File: src/hdl/i2cdbw_pkg.sv
// Package for the I2C display byte writer: item types, tick phase codes and
// byte constants. No dependencies.
`default_nettype none

package i2cdbw_pkg;

  typedef struct packed {
    logic       start_req;
    logic       is_data;
    logic [7:0] payload;
    logic       sda_in;
  } in_item_t;

  typedef struct packed {
    logic scl;
    logic sda_out;
    logic sda_drive;
    logic busy_res;
    logic done_res;
    logic addr_nack;
  } out_item_t;

  typedef logic [4:0] phase_t;

  // tick positions: start 1..5, bit 6..10, ack 11..16, stop 17..20
  localparam phase_t PH_IDLE  = 5'd0;
  localparam phase_t PH_START = 5'd1;
  localparam phase_t PH_BIT   = 5'd6;
  localparam phase_t PH_ACK   = 5'd11;
  localparam phase_t PH_STOP  = 5'd17;
  localparam phase_t PH_LAST  = 5'd20;

  localparam logic [1:0] BYTE_ADDR  = 2'd0;
  localparam logic [1:0] BYTE_CTRL  = 2'd1;
  localparam logic [1:0] BYTE_PAY   = 2'd2;
  localparam logic [1:0] BYTE_ABORT = 2'd3;

  localparam logic [7:0] ADDR_RESET = 8'h78;
  localparam logic [7:0] CTRL_CMD   = 8'h00;
  localparam logic [7:0] CTRL_DATA  = 8'h40;

endpackage

`default_nettype wire

File: src/hdl/i2cdbw_seq.sv
// Tick sequencer of the I2C display byte writer: transfer state registers
// and the per-tick next-state and line logic. Uses i2cdbw_pkg.
`default_nettype none

module i2cdbw_seq (
  input  wire                   clk,
  input  wire                   rst,
  input  wire                   step,
  input  i2cdbw_pkg::in_item_t  item,
  input  wire  [7:0]            device_address,
  output i2cdbw_pkg::out_item_t result
);

  i2cdbw_pkg::phase_t phase, phase_next;
  logic [2:0] bit_index, bit_index_next;
  logic [1:0] byte_index, byte_index_next;
  logic [7:0] held_payload, held_payload_next;
  logic       held_is_data, held_is_data_next;
  logic       scl_level, scl_level_next;
  logic       sda_level, sda_level_next;
  logic       sda_released, sda_released_next;

  logic [4:0] t;
  logic [7:0] cur_byte;
  logic       busy, done, nack;

  always_comb begin
    phase_next        = phase;
    bit_index_next    = bit_index;
    byte_index_next   = byte_index;
    held_payload_next = held_payload;
    held_is_data_next = held_is_data;
    scl_level_next    = scl_level;
    sda_level_next    = sda_level;
    sda_released_next = sda_released;
    busy = 1'b0;
    done = 1'b0;
    nack = 1'b0;
    t    = 5'd0;

    if (phase_next > i2cdbw_pkg::PH_LAST) begin
      phase_next = i2cdbw_pkg::PH_IDLE;
    end

    if (phase_next == i2cdbw_pkg::PH_IDLE && item.start_req) begin
      held_is_data_next = item.is_data;
      held_payload_next = item.payload;
      byte_index_next   = i2cdbw_pkg::BYTE_ADDR;
      bit_index_next    = 3'd0;
      phase_next        = i2cdbw_pkg::PH_START;
    end

    case (byte_index_next)
      i2cdbw_pkg::BYTE_ADDR: cur_byte = device_address;
      i2cdbw_pkg::BYTE_CTRL:
        cur_byte = held_is_data_next ? i2cdbw_pkg::CTRL_DATA : i2cdbw_pkg::CTRL_CMD;
      default:               cur_byte = held_payload_next;
    endcase

    if (phase_next != i2cdbw_pkg::PH_IDLE) begin
      busy = 1'b1;
      if (phase_next < i2cdbw_pkg::PH_BIT) begin
        t = phase_next - i2cdbw_pkg::PH_START;
        if (t == 5'd2) sda_level_next = 1'b0;
        if (t == 5'd4) scl_level_next = 1'b0;
        phase_next = phase_next + 5'd1;
      end else if (phase_next < i2cdbw_pkg::PH_ACK) begin
        t = phase_next - i2cdbw_pkg::PH_BIT;
        if (t == 5'd1) sda_level_next = cur_byte[3'd7 - bit_index_next];
        if (t == 5'd2) scl_level_next = 1'b1;
        if (t == 5'd3) scl_level_next = 1'b0;
        if (t == 5'd4) begin
          sda_level_next = 1'b0;
          if (bit_index_next == 3'd7) begin
            bit_index_next = 3'd0;
            phase_next     = i2cdbw_pkg::PH_ACK;
          end else begin
            bit_index_next = bit_index_next + 3'd1;
            phase_next     = i2cdbw_pkg::PH_BIT;
          end
        end else begin
          phase_next = phase_next + 5'd1;
        end
      end else if (phase_next < i2cdbw_pkg::PH_STOP) begin
        t = phase_next - i2cdbw_pkg::PH_ACK;
        if (t == 5'd1) sda_released_next = 1'b1;
        if (t == 5'd2) scl_level_next = 1'b1;
        // only an address NACK aborts
        if (t == 5'd3 && byte_index_next == i2cdbw_pkg::BYTE_ADDR && item.sda_in) begin
          byte_index_next = i2cdbw_pkg::BYTE_ABORT;
        end
        if (t == 5'd4) scl_level_next = 1'b0;
        if (t == 5'd5) begin
          sda_released_next = 1'b0;
          if (byte_index_next >= i2cdbw_pkg::BYTE_PAY) begin
            phase_next = i2cdbw_pkg::PH_STOP;
          end else begin
            byte_index_next = byte_index_next + 2'd1;
            phase_next      = i2cdbw_pkg::PH_BIT;
          end
        end else begin
          phase_next = phase_next + 5'd1;
        end
      end else begin
        t = phase_next - i2cdbw_pkg::PH_STOP;
        if (t == 5'd1) scl_level_next = 1'b1;
        if (t == 5'd2) sda_level_next = 1'b1;
        if (t == 5'd3) begin
          done       = 1'b1;
          nack       = (byte_index_next == i2cdbw_pkg::BYTE_ABORT);
          phase_next = i2cdbw_pkg::PH_IDLE;
        end else begin
          phase_next = phase_next + 5'd1;
        end
      end
    end

    result.scl       = scl_level_next;
    result.sda_out   = sda_released_next ? 1'b0 : sda_level_next;
    result.sda_drive = ~sda_released_next;
    result.busy_res  = busy;
    result.done_res  = done;
    result.addr_nack = nack;
  end

  always_ff @(posedge clk) begin
    if (rst) begin
      phase        <= i2cdbw_pkg::PH_IDLE;
      bit_index    <= 3'd0;
      byte_index   <= i2cdbw_pkg::BYTE_ADDR;
      held_payload <= 8'd0;
      held_is_data <= 1'b0;
      scl_level    <= 1'b1;
      sda_level    <= 1'b1;
      sda_released <= 1'b0;
    end else if (step) begin
      phase        <= phase_next;
      bit_index    <= bit_index_next;
      byte_index   <= byte_index_next;
      held_payload <= held_payload_next;
      held_is_data <= held_is_data_next;
      scl_level    <= scl_level_next;
      sda_level    <= sda_level_next;
      sda_released <= sda_released_next;
    end
  end

endmodule

`default_nettype wire

File: src/hdl/i2c_display_byte_writer.sv
// Top level of the I2C display byte writer: handshakes, address register and
// result register around the tick sequencer. Uses i2cdbw_pkg, i2cdbw_seq.
`default_nettype none

// Bit-banged I2C write master. Each input item is one bus tick and yields
// exactly one result item with the line levels and status for that tick. An
// idle tick with start_req set begins a transfer: start (5 ticks), then the
// address byte (device_address), control byte and payload byte (40 bit ticks
// plus 6 ack ticks each), then stop (4 ticks); 147 ticks in all, 55 if the
// address is not acknowledged. Bus timing is set entirely by the rate at
// which items are fed. The block takes one item per clock cycle; its result
// appears in the output register on the next cycle, and a new item is taken
// whenever that register is empty or being read in the same cycle.
// device_address may be written at any time through the cfg channel, which
// is always ready.
module i2c_display_byte_writer (
  input  wire                   clk,
  input  wire                   rst,
  input  wire                   in_valid,
  output logic                  in_ready,
  input  i2cdbw_pkg::in_item_t  in_data,
  output logic                  out_valid,
  input  wire                   out_ready,
  output i2cdbw_pkg::out_item_t out_data,
  input  wire                   cfg_valid,
  output logic                  cfg_ready,
  input  wire  [7:0]            cfg_data
);

  logic [7:0]            device_address;
  logic                  step;
  i2cdbw_pkg::out_item_t result;

  assign cfg_ready = 1'b1;
  assign in_ready  = ~out_valid | out_ready;
  assign step      = in_valid & in_ready;

  always_ff @(posedge clk) begin
    if (rst) begin
      device_address <= i2cdbw_pkg::ADDR_RESET;
    end else if (cfg_valid) begin
      device_address <= cfg_data;
    end
  end

  i2cdbw_seq u_seq (
    .clk            (clk),
    .rst            (rst),
    .step           (step),
    .item           (in_data),
    .device_address (device_address),
    .result         (result)
  );

  always_ff @(posedge clk) begin
    if (rst) begin
      out_valid <= 1'b0;
    end else if (step) begin
      out_valid <= 1'b1;
    end else if (out_ready) begin
      out_valid <= 1'b0;
    end
  end

  always_ff @(posedge clk) begin
    if (step) begin
      out_data <= result;
    end
  end

endmodule

`default_nettype wire

File: config.mk
export PLATFORM = sky130hd
export DESIGN_NAME = i2c_display_byte_writer
export DESIGN_NICKNAME = d
export VERILOG_FILES = /design/src/hdl/i2cdbw_pkg.sv /design/src/hdl/i2cdbw_seq.sv /design/src/hdl/i2c_display_byte_writer.sv
export SDC_FILE = /design/constraint.sdc
export NUM_CORES = 1
export LEC_CHECK = 0
export BUFFER_PORTS_ARGS = -buffer_cell sky130_fd_sc_hd__buf_2
export CAP_MARGIN = 0
export CORE_AREA = 2 2 73 75
export DETAILED_ROUTE_END_ITERATION = 6
export DIE_AREA = 0 0 75 77
export PLACE_DENSITY = 0.73
export SYNTH_ARGS = -nofsm -noshare
export SYNTH_HDL_FRONTEND = slang
export SYNTH_SLANG_ARGS = --single-unit
File: constraint.sdc
create_clock -name clk -period 4.8 [get_ports clk]
set_input_delay 0.72 -clock clk [delete_from_list [all_inputs] [get_ports clk]]
set_output_delay 0.72 -clock clk [all_outputs]
set_load 0.02 [all_outputs]
Yosys cells after proc, flatten, opt, wreduce, memory -nomap -nowiden --
Index checks and enable logic that the tools add are counted.
Storage, ports and cells: output and inout bits 9, register bits after elaboration 37
Cells by class: order comparisons 6, equal/unequal tests 17, reductions and logical operators 9, $add $sub $neg 8, muxes and demuxes 63, bitwise operators 6
Operator list (number):
- 2-to-1 mux 5 bit | 10
- == test 5 x 2 -> 1 bit, second input constant | 7
- 2-to-1 mux 1 bit | 30
- 2-to-1 mux 2 bit | 12
- == test 5 x 3 -> 1 bit, second input constant | 4
- 2-to-1 mux 3 bit | 6
- case mux 8 bit (2 select lines) | 1
- == test 5 x 1 -> 1 bit, second input constant | 3
- 2-to-1 mux 8 bit | 1
- 2-to-1 mux 7 bit | 1
- adder 5 x 1 -> 5 bit, second input constant | 1
- greater-than comparator 5 bit, second input constant | 1
- logical NOT 5 bit | 1
- < comparator 5 x 3 -> 1 bit, second input constant | 1
- < comparator 5 x 4 -> 1 bit, second input constant | 1
- < comparator 5 bit, second input constant | 1
- nonzero test 5 bit | 1
- OR reduction 5 bit | 1
- subtractor 5 x 1 -> 5 bit, second input constant | 1
- subtractor 5 x 3 -> 5 bit, second input constant | 1
- subtractor 5 x 4 -> 5 bit, second input constant | 1
- subtractor 5 bit, second input constant | 1
- < comparator 3 x 4 -> 1 bit, second input constant | 1
- 2-to-1 mux 4 bit | 1
- 15 further kinds | 20

Logic depth before layout (Yosys ltp) --
Gate-level depths: netlist of the first run.
depth in word-level cells 21, gate-level depth with buffers 13, gate-level depth less buffers 11

By module --
A second synthesis of the first run with hierarchy kept.
Unflattened totals: cells, all modules 320, area, all modules 2707.6 µm²
By module, submodules not included:
- i2cdbw_seq | cells an instance 281, times used 1, area each 2178.3 µm²
- i2c_display_byte_writer | cells an instance 39, times used 1, area each 529.3 µm²

Least setup slack after synthesis of the first run --
No wires, ideal clock.
path kind input -> register, start input port in_data[10] (netlist name), end register u_seq.phase[1], path slack 1743 ps, required time 4708 ps, data arrival time 2965 ps, path buffers 1, setup time 92 ps, stages 12, cell sequence mux2_4 and2_4 nor2b_4 inv_4 ha_1 clkbuf_1 and4b_1 o21ai_1 or2_2 nor2_1 a311oi_1 o32ai_1
On the way: cells in the longest elaborated chain, start to end 18
RTL lines:
- from (decl) | line i2c_display_byte_writer.sv:21 | input i2cdbw_pkg::in_item_t in_data,
- logical AND 1 bit * | line i2cdbw_seq.sv:45 | if (phase_next == i2cdbw_pkg::PH_IDLE && item.start_req) begin
- 2-to-1 mux 5 bit | line i2cdbw_seq.sv:45
- subtractor 5 x 4 -> 5 bit | line i2cdbw_seq.sv:85 | t = phase_next - i2cdbw_pkg::PH_ACK;
- == test 5 x 2 -> 1 bit | line i2cdbw_seq.sv:89 | if (t == 5'd3 && byte_index_next == i2cdbw_pkg::BYTE_ADDR && item.sda_in) begin
- logical AND 1 bit (2 in series) | line i2cdbw_seq.sv:89
- 2-to-1 mux 2 bit | line i2cdbw_seq.sv:89
- 2-to-1 mux 2 bit | line i2cdbw_seq.sv:84 | end else if (phase_next < i2cdbw_pkg::PH_STOP) begin
- 2-to-1 mux 2 bit | line i2cdbw_seq.sv:67 | end else if (phase_next < i2cdbw_pkg::PH_ACK) begin
- 2-to-1 mux 2 bit | line i2cdbw_seq.sv:62 | if (phase_next < i2cdbw_pkg::PH_BIT) begin
- 2-to-1 mux 2 bit | line i2cdbw_seq.sv:60 | if (phase_next != i2cdbw_pkg::PH_IDLE) begin
- >= comparator 2 bit | line i2cdbw_seq.sv:95 | if (byte_index_next >= i2cdbw_pkg::BYTE_PAY) begin
- 2-to-1 mux 5 bit | line i2cdbw_seq.sv:95
- 2-to-1 mux 5 bit | line i2cdbw_seq.sv:93 | if (t == 5'd5) begin
- 2-to-1 mux 5 bit | line i2cdbw_seq.sv:84
- 2-to-1 mux 5 bit | line i2cdbw_seq.sv:67
- 2-to-1 mux 5 bit | line i2cdbw_seq.sv:62
- 2-to-1 mux 5 bit * | line i2cdbw_seq.sv:60
- to (signal assigned) | line i2cdbw_seq.sv:128 | phase <= i2cdbw_pkg::PH_IDLE;
- to (signal assigned) | line i2cdbw_seq.sv:137 | phase <= phase_next;
- to (decl) | line i2cdbw_seq.sv:14 | i2cdbw_pkg::phase_t phase, phase_next;
Mark *: on every way between the ends. The rest lies on a longest branch, timed or not. The select of a mux whose other input is x is not followed. A chain may end at the register's enable or synchronous reset.

Final worst setup path of the first run --
start register u_seq.phase[4], end register u_seq.phase[2]
On the way: cells in the longest elaborated chain, start to end 21
RTL lines:
- greater-than comparator 5 bit | line i2cdbw_seq.sv:41 | if (phase_next > i2cdbw_pkg::PH_LAST) begin
- 2-to-1 mux 5 bit * | line i2cdbw_seq.sv:41
- logical NOT 5 bit | line i2cdbw_seq.sv:45
- logical AND 1 bit | line i2cdbw_seq.sv:45
- 2-to-1 mux 5 bit | line i2cdbw_seq.sv:45
- subtractor 5 x 4 -> 5 bit | line i2cdbw_seq.sv:85
- == test 5 x 2 -> 1 bit | line i2cdbw_seq.sv:89
- logical AND 1 bit (2 in series) | line i2cdbw_seq.sv:89
- [... 4 more ...]
- 2-to-1 mux 2 bit | line i2cdbw_seq.sv:60
- >= comparator 2 bit | line i2cdbw_seq.sv:95
- 2-to-1 mux 5 bit | line i2cdbw_seq.sv:95
- 2-to-1 mux 5 bit | line i2cdbw_seq.sv:93
- 2-to-1 mux 5 bit | line i2cdbw_seq.sv:84
- 2-to-1 mux 5 bit | line i2cdbw_seq.sv:67
- 2-to-1 mux 5 bit | line i2cdbw_seq.sv:62
- 2-to-1 mux 5 bit * | line i2cdbw_seq.sv:60
Marked as above.

==> run metrics, run 1 <==
outcome=finished, final reports clean; commonest non-fill, non-tap cells in the layout=47 x nand2_1, 31 x dfxtp_1, 31 x buf_2; power after layout=950.0 uW; Leak=0.001155 uW; post-route ant nets=0; number of global-route vias before repair=around 2200; Die Wd=approximately 75 um; Top delay family on crit path=compound AO/OA/AOI/OAI gates; slowest cell on the critical path=dfxtp_1; Reg2Reg Depth=10; Net count, final=between 300 and 400; Die H=slightly below 80 um; Core Footprint=4977 um^2; Buffers on Ports=31; Max H-tree Level=2; Post-Synth XOR/XNOR Area=0.9868%; maximum vdd drop=196.4 uV; Worst slew margin=38.23%; IO Count=33; GP Congestion=0.9466; fin cells=between 400 and 500; # diodes=0; hold violation count in the final report=0; clk_lat worst skew=0.29 ns; CTS tree=built; most common cell after layout, fill and taps aside=nand2_1; Setup-failing EPs final=0; r2r endpoint=u_seq.phase[2]; Worst EP arrival=4.25 ns; Hold Path Class=reg -> reg; Adder-Cell Fraction of Synth Area=6.109%; Setup TNS=0 ns; EDFF count, synth=6; critical path class=reg -> reg; CP Cell Sequence=inv_1 > o21ai_0 > inv_1 > ha_1 > a21o_1 > a22oi_1 > and4_1 > nor2_1 > a211oi_1 > o32ai_1; sequential share of the synthesized area=between 30% and 40%; row count=26; fmax=244.0 MHz; layout cells sized above 1=roughly 16%; clk root buf=clkbuf_8; ys flop type=dfxtp_1; WP data required=slightly below 5 ns; detailed placer's ending HPWL=~5.1 mm; 1st-iter DRT viols=around 280; synthesized area=2663 um^2; pwr dens=325.7 nW/um^2; Vias=~2600; Tcrit/Tclk final=85.39%; total global routing track utilization=24.95%; Syn Area/Cell=between 8 and 9 um^2; clk sink count=37; CTS resizes=0; grt total ovfl=0; worst r2r src=u_seq.phase[4]; Yosys Warn Count=0; dpl cells=around 410; antenna violations before repair=0; Crit path top cell by count=inv_1; hold depth=2; WL final=roughly 7.0 mm; CP max stage delay=~0.71 ns; syn_nets=approximately 370; crit path max fanout=19; Vias/cell=between 6 and 7; mux cell area share after synthesis=around 6.4%; setup repair bufs after CTS=0; Pins Over Slew Limit=0; DRC Markers=0; Buf+Inv Stages, Crit Path=2; RSZ-0062 raised after global routing=no; FF-to-FF setup slack=about 0.7 ns; area delta synth->final=9.540%; CTS hold repair buffers=0; Seq cells post-synth=37; Netlist cell types=67; Tmin final=about 4.1 ns; largest family of logic cells by synthesized area=compound AO/OA/AOI/OAI gates; cell count after synthesis=330; complex-gate fraction of the synthesized area=a little under 30%; crit path launch type=flop; Num CTS Buffers=5; Max Cap Violations=0; first-pass detailed-route iteration total=5; crit end category=flop; WHS Endpoint=u_seq.held_payload[2]; Post-Synth Simple-Gate Area=just over 20%; skew final=between 0.007 and 0.008 ns; clock-pin slew on the worst setup and hold paths=about 0.070 ns; maximum clock path buffer count=2; slew of the pin with the lowest slew margin=slightly above 0.9 ns; Initial Utilization=a little over half; largest net degree at the start of global routing=29; post-DR wirelength/cell=16.86 um; HP Start=u_seq.held_payload[2]; Die ar.=~5800 um^2; first-pass GRT wire length=between 10 and 15 mm; ys async rst share=0%
[per-layer routing]
metal  track usage [%]  up-vias  part of all wire (%)
met5                 0        -                     0
met4             7.321        0                   2.1
met3             5.519       16                   7.1
met2             34.39      123                    43
met1             38.39     1196                    48
li1                  -     1232                     -
[metrics by stage]
step | hold WS (ns) | cell area [um^2] | setup WS, ns | utilization [%]
after floorplan | 0.4329 | 2663 | 1.743 | -
after global placement | 0.4392 | 2793 | 0.9590 | 56.11
after detailed placement | 0.4474 | 2793 | 0.8266 | 56.11
after CTS | 0.4577 | 2917 | 0.7958 | 58.60
after global routing | 0.4742 | 2917 | 0.4026 | 58.60
final | 0.4558 | 2917 | 0.7013 | 58.60
[power breakdown]
part	switching (uW)	leakage [uW]	internal (uW)
clock	110	0.0000645	164
sequential	25.8	0.000303	336
combinational	200	0.000787	114
total	336	0.00115	614
[sequential cells by signal, indices dropped and copies added, names as in the netlist]
signal              count
u_seq.bit_index         3
u_seq.byte_index        2
out_valid               1
u_seq.sda_level         1
u_seq.phase             5
out_data                6
u_seq.held_is_data      1
u_seq.held_payload      8
u_seq.sda_released      1
u_seq.scl_level         1
device_address          8
[worst reg2reg max path, delay by kind of cell (launching register included)]
kind            cells  cell delay [ns]
buf+inv             2             0.54
compound gates      5             1.76
flops               1             0.71
fa+ha+maj           1             0.39
simple gates        2             0.56
[final cells by class]
class,count,area (um^2)
Fill cell,480,2061
Multi-Input combinational cell,254,1683
Sequential cell,37,800.8
Timing Repair Buffer,32,162.7
Clock buffer,7,118.9
Tap cell,70,87.58
Inverter,15,58.81
Clock inverter,1,5.005
[how the worst max path moves through the flow]
| stage | to | depth (start not counted) | from |
|---|---|---|---|
| floorplan | u_seq.phase[1] | 12 | in_data[10] |
| global placement | out_data[5] | 11 | u_seq.phase[4] |
| detailed placement | u_seq.phase[2] | 10 | u_seq.phase[4] |
| CTS | u_seq.phase[2] | 10 | u_seq.phase[4] |
| global route | u_seq.phase[2] | 10 | u_seq.phase[4] |
| finish | u_seq.phase[2] | 10 | u_seq.phase[4] |
[synth_stat cells (3+ instances only)]
| cell type | n | share of area (%) |
|---|---|---|
| a31oi_1 | 4 | 0.94 |
| nand2_1 | 47 | 6.6 |
| nor2_1 | 24 | 3.4 |
| a311oi_1 | 3 | 0.99 |
| nor2b_1 | 4 | 0.94 |
| o211ai_1 | 4 | 1.1 |
| and2_1 | 3 | 0.70 |
| clkbuf_1 | 11 | 1.6 |
| mux2i_1 | 11 | 4.1 |
| nor3_1 | 6 | 1.1 |
| dfxtp_1 | 31 | 23 |
| a32oi_1 | 3 | 0.99 |
| a21o_1 | 3 | 0.85 |
| a211oi_1 | 9 | 2.5 |
| inv_1 | 12 | 1.7 |
| a211o_1 | 4 | 1.3 |
| o21ai_0 | 13 | 2.4 |
| nand2b_1 | 4 | 0.94 |
| ha_1 | 13 | 6.1 |
| a21oi_1 | 23 | 4.3 |
| o21ai_1 | 6 | 1.1 |
| nand3_1 | 8 | 1.5 |
| a22oi_1 | 3 | 0.85 |
| and3_1 | 6 | 1.4 |
| buf_2 | 9 | 1.7 |
| o22ai_1 | 3 | 0.70 |
| o21a_1 | 7 | 2.0 |
| nor3b_1 | 3 | 0.85 |
| edfxtp_1 | 6 | 6.8 |
[cells by family (layout without fill, tap and decap cells)]
kind of cell             count (synthesis)  in the layout
AO/OA/AOI/OAI                          108            108
XOR/XNOR                                 3              3
adder cells (fa/ha/maj)                 13             13
buffers and inverters                   39             55
flip-flops                              37             37
multiplexers                            14             14
other                                    1              1
AND/OR/NAND/NOR                        115            115
(Power assumes the default switching activity.)
==> inputs of run 2 (changes only) <==
--- a/config.mk
+++ b/config.mk
@@ -5,12 +5,13 @@
 export SDC_FILE = /design/constraint.sdc
 export NUM_CORES = 1
 export LEC_CHECK = 0
+export ABC_AREA = 1
 export BUFFER_PORTS_ARGS = -buffer_cell sky130_fd_sc_hd__buf_2
 export CAP_MARGIN = 0
-export CORE_AREA = 2 2 73 75
+export CORE_AREA = 2 2 69 71
 export DETAILED_ROUTE_END_ITERATION = 6
-export DIE_AREA = 0 0 75 77
-export PLACE_DENSITY = 0.73
+export DIE_AREA = 0 0 71 73
+export PLACE_DENSITY = 0.76
 export SYNTH_ARGS = -nofsm -noshare
 export SYNTH_HDL_FRONTEND = slang
 export SYNTH_SLANG_ARGS = --single-unit
==> constraint.sdc (replaced) <==
create_clock -name clk -period 4.3 [get_ports clk]
set_input_delay 0.645 -clock clk [delete_from_list [all_inputs] [get_ports clk]]
set_output_delay 0.645 -clock clk [all_outputs]
set_load 0.02 [all_outputs]
==> run 2 against run 1 <==
  * Non-clock buffer count decreased by 1
  * Largest power group unchanged
  * Flip-flop and latch count is the same
  * Wire length decreased by 19%
==> run metrics, run 2 <==
outcome=finished, final reports clean; Die H=73 um (-5.2%); maximum clock path buffer count=2 (unchanged); Most Crowded Layer GR=met2; top-count cell post-synth=nand2_1; dominant cells by area after synthesis=dfxtp_1 25%, nand2_1 15%, edfxtp_1 7.3%; EDFF count, synth=6 (unchanged); area fraction of the dominant cell type after synthesis=25.03% (+1.7 points); clk sink count=37 (unchanged); syn_nets=406 (+11%); CP max stage delay=0.35 ns (-0.36 ns); biggest regs=device_address (8), u_seq.held_payload (8), out_data (6); clk_lat worst skew=0.29 ns (about the same); M2 GR Usage=34.27% (-0.12 points); 1st-iter DRT viols=154 (-45%); commonest non-fill, non-tap cells in the layout=99 x nand2_1, 39 x inv_1, 39 x nor2_1; synthesized area=2480 um^2 (-6.9%); clock-pin slew on the worst setup and hold paths=0.07 ns (about the same); DRC Markers=0 (unchanged); WP data required=4.46 ns (-0.49 ns); Leak=0.001347 uW (+17%); antenna violations before repair=0 (unchanged); Top delay family on crit path=simple AND/OR/NAND/NOR gates; ys async rst share=0% (unchanged); slowest cell on the critical path=dfxtp_1; top cell type by total area after synthesis=dfxtp_1; Syn Area/Cell=6.721 um^2 (-17%); grt total ovfl=0 (unchanged); Storage cell area=800.8 um^2 (unchanged); Worst EP arrival=3.15 ns (-1.10 ns); Buf+Inv Stages, Crit Path=3 (+1); area delta synth->final=10.75%; sequential share of the synthesized area=32.29% (+2.2 points); first-pass GRT wire length=9.466 mm (-16%); CP Cell Sequence=o21ai_2 > nand3_2 > nand2_1 > inv_2 > nand2_4 > nand2_4 > inv_1 > ha_1 > inv_1 > nor2_1 > nand2_1 > o21ai_1 > nand4_1 > nand3_1 > nand2_1 > nand2_1 > nand3_1 > nand2_1 > a21oi_1; Core Footprint=4536 um^2 (-8.9%); fmax=334.4 MHz (+37%); CTS tree=built; skew final=0.004890 ns (-0.002291 ns); maximum vdd drop=246.2 uV (+25%); post-DR wirelength/cell=12.59 um (-25%); most common cell after layout, fill and taps aside=nand2_1; FILL cells=448 (-6.7%); Max Cap Violations=0 (unchanged); CTS hold repair buffers=0 (unchanged); first-pass detailed-route iteration total=5 (unchanged); total global routing track utilization=22.83% (-2.1 points); crit end category=flop; Hold Path Class=reg -> reg; cell count after synthesis=369 (+12%); Setup TNS=0 ns (unchanged); Tcrit/Tclk final=69.55% (-16 points); critical path class=reg -> reg; largest net degree at the start of global routing=20 (-31%); crit path launch type=flop; detailed placer's ending HPWL=4.360 mm (-15%); pwr dens=339.7 nW/um^2 (+4.3%); post-route ant nets=0 (unchanged); slew of the pin with the lowest slew margin=0.6259 ns (-0.2987 ns); Netlist cell types=41 (-39%); number of global-route vias before repair=2141 (-4.8%); Num CTS Buffers=5 (unchanged); # diodes=0 (unchanged); GP Congestion=0.9267 (-2.1%); met1 Use GR=33.08% (-5.3 points); Seq cells post-synth=37 (unchanged); crit path max fanout=15 (-4); ys flop type=dfxtp_1; commonest cells in the netlist=99 x nand2_1, 39 x inv_1, 39 x nor2_1; layout cells sized above 1=16.58% (+0.40 points); setup repair bufs after CTS=0 (unchanged); Max H-tree Level=2 (unchanged); hold violation count in the final report=0 (unchanged); power after layout=933.0 uW (-1.8%); Net count, final=435 (+14%); Die ar.=5183 um^2 (-10%); GRT met3 Usage=4.558% (-0.96 points); IO Count=33 (unchanged); Worst slew margin=58.17% (+20 points); Die Wd=71 um (-5.3%); clk root buf=clkbuf_8; Setup-failing EPs final=0 (unchanged); WL final=5.689 mm (-19%); Pins Over Slew Limit=0 (unchanged); RSZ-0062 raised after global routing=no; CTS resizes=0 (unchanged); Crit path top cell by count=nand2_1; multi-input combinational cell area=1454 um^2 (-14%); row count=25 (-3.8%); Initial Utilization=54.68% (+1.2 points); Vias/cell=5.336 (-14%); Tmin final=2.991 ns (-1.108 ns); Vias=2412 (-6.0%); Yosys Warn Count=0 (unchanged); Buffers on Ports=31 (unchanged)
[run 2: cell types whose count changed in the layout (fill, tap and decap cells not counted), moves of 5 or more]
cell     before  now
and3_1        6    0
inv_1        12   39
inv_2         1    7
mux2i_1      11    2
nand2_1      47   99
nand2_2       0    5
nand3_1       8   35
nor2_1       24   39
o21a_1        7    0
o21ai_0      13   18
[run 2: area by class of cell]
| type | count | area share, % |
|---|---|---|
| Multi-Input combinational cell | 275 | 52.94 |
| Timing Repair Buffer | 31 | 5.649 |
| Tap cell | 54 | 2.460 |
| Clock buffer | 7 | 3.144 |
| Sequential cell | 37 | 29.16 |
| Inverter | 48 | 6.651 |
[run 2: logic make-up after synthesis]
logic type	synth area share, %
buf+inv	9.081
other cells	0.1512
compound gates	13.88
mux	0.8073
fa+ha+maj	6.559
xor+xnor	0.7065
flops	32.29
simple gates	36.53
[run 2: path summary, 6_finish.rpt]
check,end,slack (ns),startpoint,depth (start not counted)
hold / removal,device_address[4],0.47,device_address[4],2
setup reg to reg,u_seq.phase[1],1.31,u_seq.phase[0],19
setup / recovery,u_seq.phase[1],1.31,u_seq.phase[0],19
hold reg to reg,device_address[4],0.47,device_address[4],2
[run 2: worst reg2reg max path, stage by stage, from the launching register on]
cell	delay (ns)
dfxtp_1	0.35
o21ai_2	0.18
nand3_2	0.22
nand2_1	0.14
inv_2	0.05
nand2_4	0.16
nand2_4	0.12
inv_1	0.17
ha_1	0.24
inv_1	0.05
nor2_1	0.17
nand2_1	0.15
o21ai_1	0.16
nand4_1	0.28
nand3_1	0.15
nand2_1	0.06
nand2_1	0.06
nand3_1	0.06
nand2_1	0.06
a21oi_1	0.06
[run 2: stage by stage]
| stage | instances | hold slack, ns | area (um^2) | setup slack, ns | util (%) |
|---|---|---|---|---|---|
| after floorplan | 369 | 0.4292 | 2480 | 1.800 | - |
| after global placement | 445 | 0.4485 | 2660 | 1.441 | 58.65 |
| after detailed placement | 445 | 0.4520 | 2660 | 1.325 | 58.65 |
| after CTS | 452 | 0.4696 | 2746 | 1.342 | 60.55 |
| after global routing | 452 | 0.4900 | 2746 | 1.013 | 60.55 |
| final | 452 | 0.4681 | 2746 | 1.309 | 60.55 |
[run 2: power by group]
part	switching (uW)	internal, uW	leakage (uW)
clock	115	127	0.0000443
sequential	17.4	383	0.000312
combinational	194	96.9	0.000991
total	326	607	0.00135
[run 2: layer usage]
layer / routed length [um] / share of wire (%)
met1: 2746 / 48
met3: 341 / 6.0
met5: 0 / 0
met2: 2518 / 44
met4: 83 / 1.5
==> inputs of run 3 (changes only) <==
--- a/config.mk
+++ b/config.mk
@@ -8,10 +8,10 @@
 export ABC_AREA = 1
 export BUFFER_PORTS_ARGS = -buffer_cell sky130_fd_sc_hd__buf_2
 export CAP_MARGIN = 0
-export CORE_AREA = 2 2 69 71
+export CORE_AREA = 2 2 73 75
 export DETAILED_ROUTE_END_ITERATION = 6
-export DIE_AREA = 0 0 71 73
-export PLACE_DENSITY = 0.76
+export DIE_AREA = 0 0 75 77
+export PLACE_DENSITY = 0.71
 export SYNTH_ARGS = -nofsm -noshare
 export SYNTH_HDL_FRONTEND = slang
 export SYNTH_SLANG_ARGS = --single-unit
==> constraint.sdc (replaced) <==
create_clock -name clk -period 2.7 [get_ports clk]
set_input_delay 0.405 -clock clk [delete_from_list [all_inputs] [get_ports clk]]
set_output_delay 0.405 -clock clk [all_outputs]
set_load 0.02 [all_outputs]
==> run 3 against run 2 <==
  * Sequential power is 59% higher
  * First-iteration DRC count is 9.1% lower
  * Highest routed layer unchanged
  * Critical path depth is 3 lower
  * Utilization is 2.7 points lower
  * Flip-flop and latch count stayed put
  * Final cell count is 6.0% higher
  * Register-to-register slack worse by 1.1 ns
  * Fmax is 21% higher
  * Clock skew is 0.0011 ns lower
==> run metrics, run 3 (synthesis results as in run 2) <==
GP Congestion=0.9290 (+0.25%); Buffers on Ports=31 (unchanged); outcome=finished, final reports clean; Vias=2385 (-1.1%); Initial Utilization=49.82% (-4.9 points); Leak=0.001403 uW (+4.1%); Setup-failing EPs final=0 (unchanged); crit path launch type=flop; Die Wd=75 um (+5.6%); area delta synth->final=16.09%; WHS=0.3215 ns (-0.1466 ns); Reg2Reg Depth=16 (-3); DRC Markers=0 (unchanged); Die ar.=5775 um^2 (+11%); Final Cell Area=2879 um^2 (+4.8%); Worst EP arrival=2.58 ns (-0.57 ns); maximum vdd drop=364.7 uV (+48%); Net count, final=445 (+2.3%); CTS hold repair buffers=0 (unchanged); dpl cells=469 (+5.4%); Num CTS Buffers=5 (unchanged); number of global-route vias before repair=2188 (+2.2%); hold violation count in the final report=0 (unchanged); pwr dens=545.8 nW/um^2 (+61%); fmax=404.8 MHz (+21%); WP data required=2.81 ns (-1.65 ns); Max Cap Violations=0 (unchanged); clk_lat worst skew=0.29 ns (about the same); CTS tree=built; Core Footprint=4977 um^2 (+9.7%); clk sink count=37 (unchanged); CP max stage delay=0.35 ns (about the same); Max H-tree Level=2 (unchanged); slew of the pin with the lowest slew margin=0.4962 ns (-0.1297 ns); worst r2r src=u_seq.phase[1]; antenna violations before repair=0 (unchanged); clk root buf=clkbuf_8; 1st-iter DRT viols=140 (-9.1%); Worst slew margin=66.57% (+8.4 points); post-DR wirelength/cell=12.16 um (-3.3%); maximum clock path buffer count=2 (unchanged); Die H=77 um (+5.5%); crit path launch=u_seq.phase[1]; fin cells=479 (+6.0%); Vias/cell=4.979 (-6.7%); # diodes=0 (unchanged); layout cells sized above 1=20.78% (+4.2 points); biggest regs=device_address (8), u_seq.held_payload (8), out_data (6); CP Cell Sequence=o21ai_2 > buf_4 > nand3_2 > nand2_1 > inv_2 > nand2_4 > nand2_4 > inv_1 > ha_1 > inv_1 > nor2_4 > nand2_1 > o21ai_2 > nand4_1 > buf_4 > nor3_1; critical path class=reg -> reg; skew final=0.003791 ns (-0.001099 ns); Hold Path Class=in -> reg; Pins Over Slew Limit=0 (unchanged); crit path max fanout=8 (-7); first-pass detailed-route iteration total=4 (-1); Setup TNS=0 ns (unchanged); post-route ant nets=0 (unchanged); most common cell after layout, fill and taps aside=nand2_1; Tmin final=2.470 ns (-0.5207 ns); RSZ-0062 raised after global routing=no; end point of the critical path=out_data[0]; grt total ovfl=0 (unchanged); IO Count=33 (unchanged); FF-to-FF setup slack=0.23 ns (-1.08 ns); power after layout=1571 uW (+68%); row count=26 (+4.0%); WL final=5.827 mm (+2.4%); clock-pin slew on the worst setup and hold paths=0.07 ns (about the same); Tcrit/Tclk final=91.48% (+22 points); first-pass GRT wire length=10.12 mm (+6.9%); total global routing track utilization=22.10% (-0.72 points); hold depth=3 (+1); crit end category=flop; detailed placer's ending HPWL=4.542 mm (+4.2%); placed cell area=2740 um^2 (+3.0%); commonest non-fill, non-tap cells in the layout=99 x nand2_1, 37 x inv_1, 37 x nor2_1; largest net degree at the start of global routing=20 (unchanged); slowest cell on the critical path=dfxtp_1; r2r endpoint=out_data[0]
## run 3: cell types whose count changed in the layout (fill, tap and decap cells not counted), moves of 2 or more
cell / change
buf_4: +10
nor2_1: -2
inv_2: +2
nor2_4: +2
inv_1: -2
## run 3: final cells by class
cell class              count  area (um^2)
repair buffers             41        230.2
multi-input cells         275         1476
inverters                  48        182.7
clock inverters             1        5.005
clock buffers               7        96.34
well taps                  70        87.58
flip-flops and latches     37        800.8
fillers                   520         2098
## run 3: per-stage QoR
stage / util (%) / setup slack (ns)
6_report: 57.84 / 0.2299
5_1_grt: 57.84 / 0.007935
4_1_cts: 57.09 / 0.04741
3_5_place_dp: 55.05 / 0.06195
3_3_place_gp: 55.05 / 0.1515
2_1_floorplan: - / 0.1998
## run 3: how the worst min path moves through the flow
stage,start,to,slack [ns]
floorplan,device_address[3],device_address[3],0.43
global placement,device_address[4],device_address[4],0.45
detailed placement,device_address[5],device_address[5],0.45
CTS,cfg_data[3],device_address[3],0.31
global route,cfg_data[5],device_address[5],0.33
finish,cfg_data[3],device_address[3],0.32
## run 3: where the power goes
part | switching [uW] | total (uW) | internal (uW)
combinational | 326 | 515 | 189
clock | 191 | 421 | 231
sequential | 25.6 | 634 | 609
## run 3: worst max-delay path: cells and delay by family (launching register included)
family	cells	cell delay, ns
buffers and inverters	5	0.58
flip-flops	1	0.35
adder cells (fa/ha/maj)	1	0.16
AND/OR/NAND/NOR	8	0.94
AO/OA/AOI/OAI	2	0.25
## run 3: per-layer routing
layer  vias to the layer above  wire (um)  track usage (%)
met4                         0         21            5.000
met5                         -          0                0
met2                        49       2641            33.42
met1                      1061       2916            32.17
li1                       1271          -                -
met3                         4        248            4.336
## run 3: repair_timing
item / CTS / global route
setup buffers: 0 / 2
setup endpoints to repair: 0 / 16
resized for setup: 0 / 9
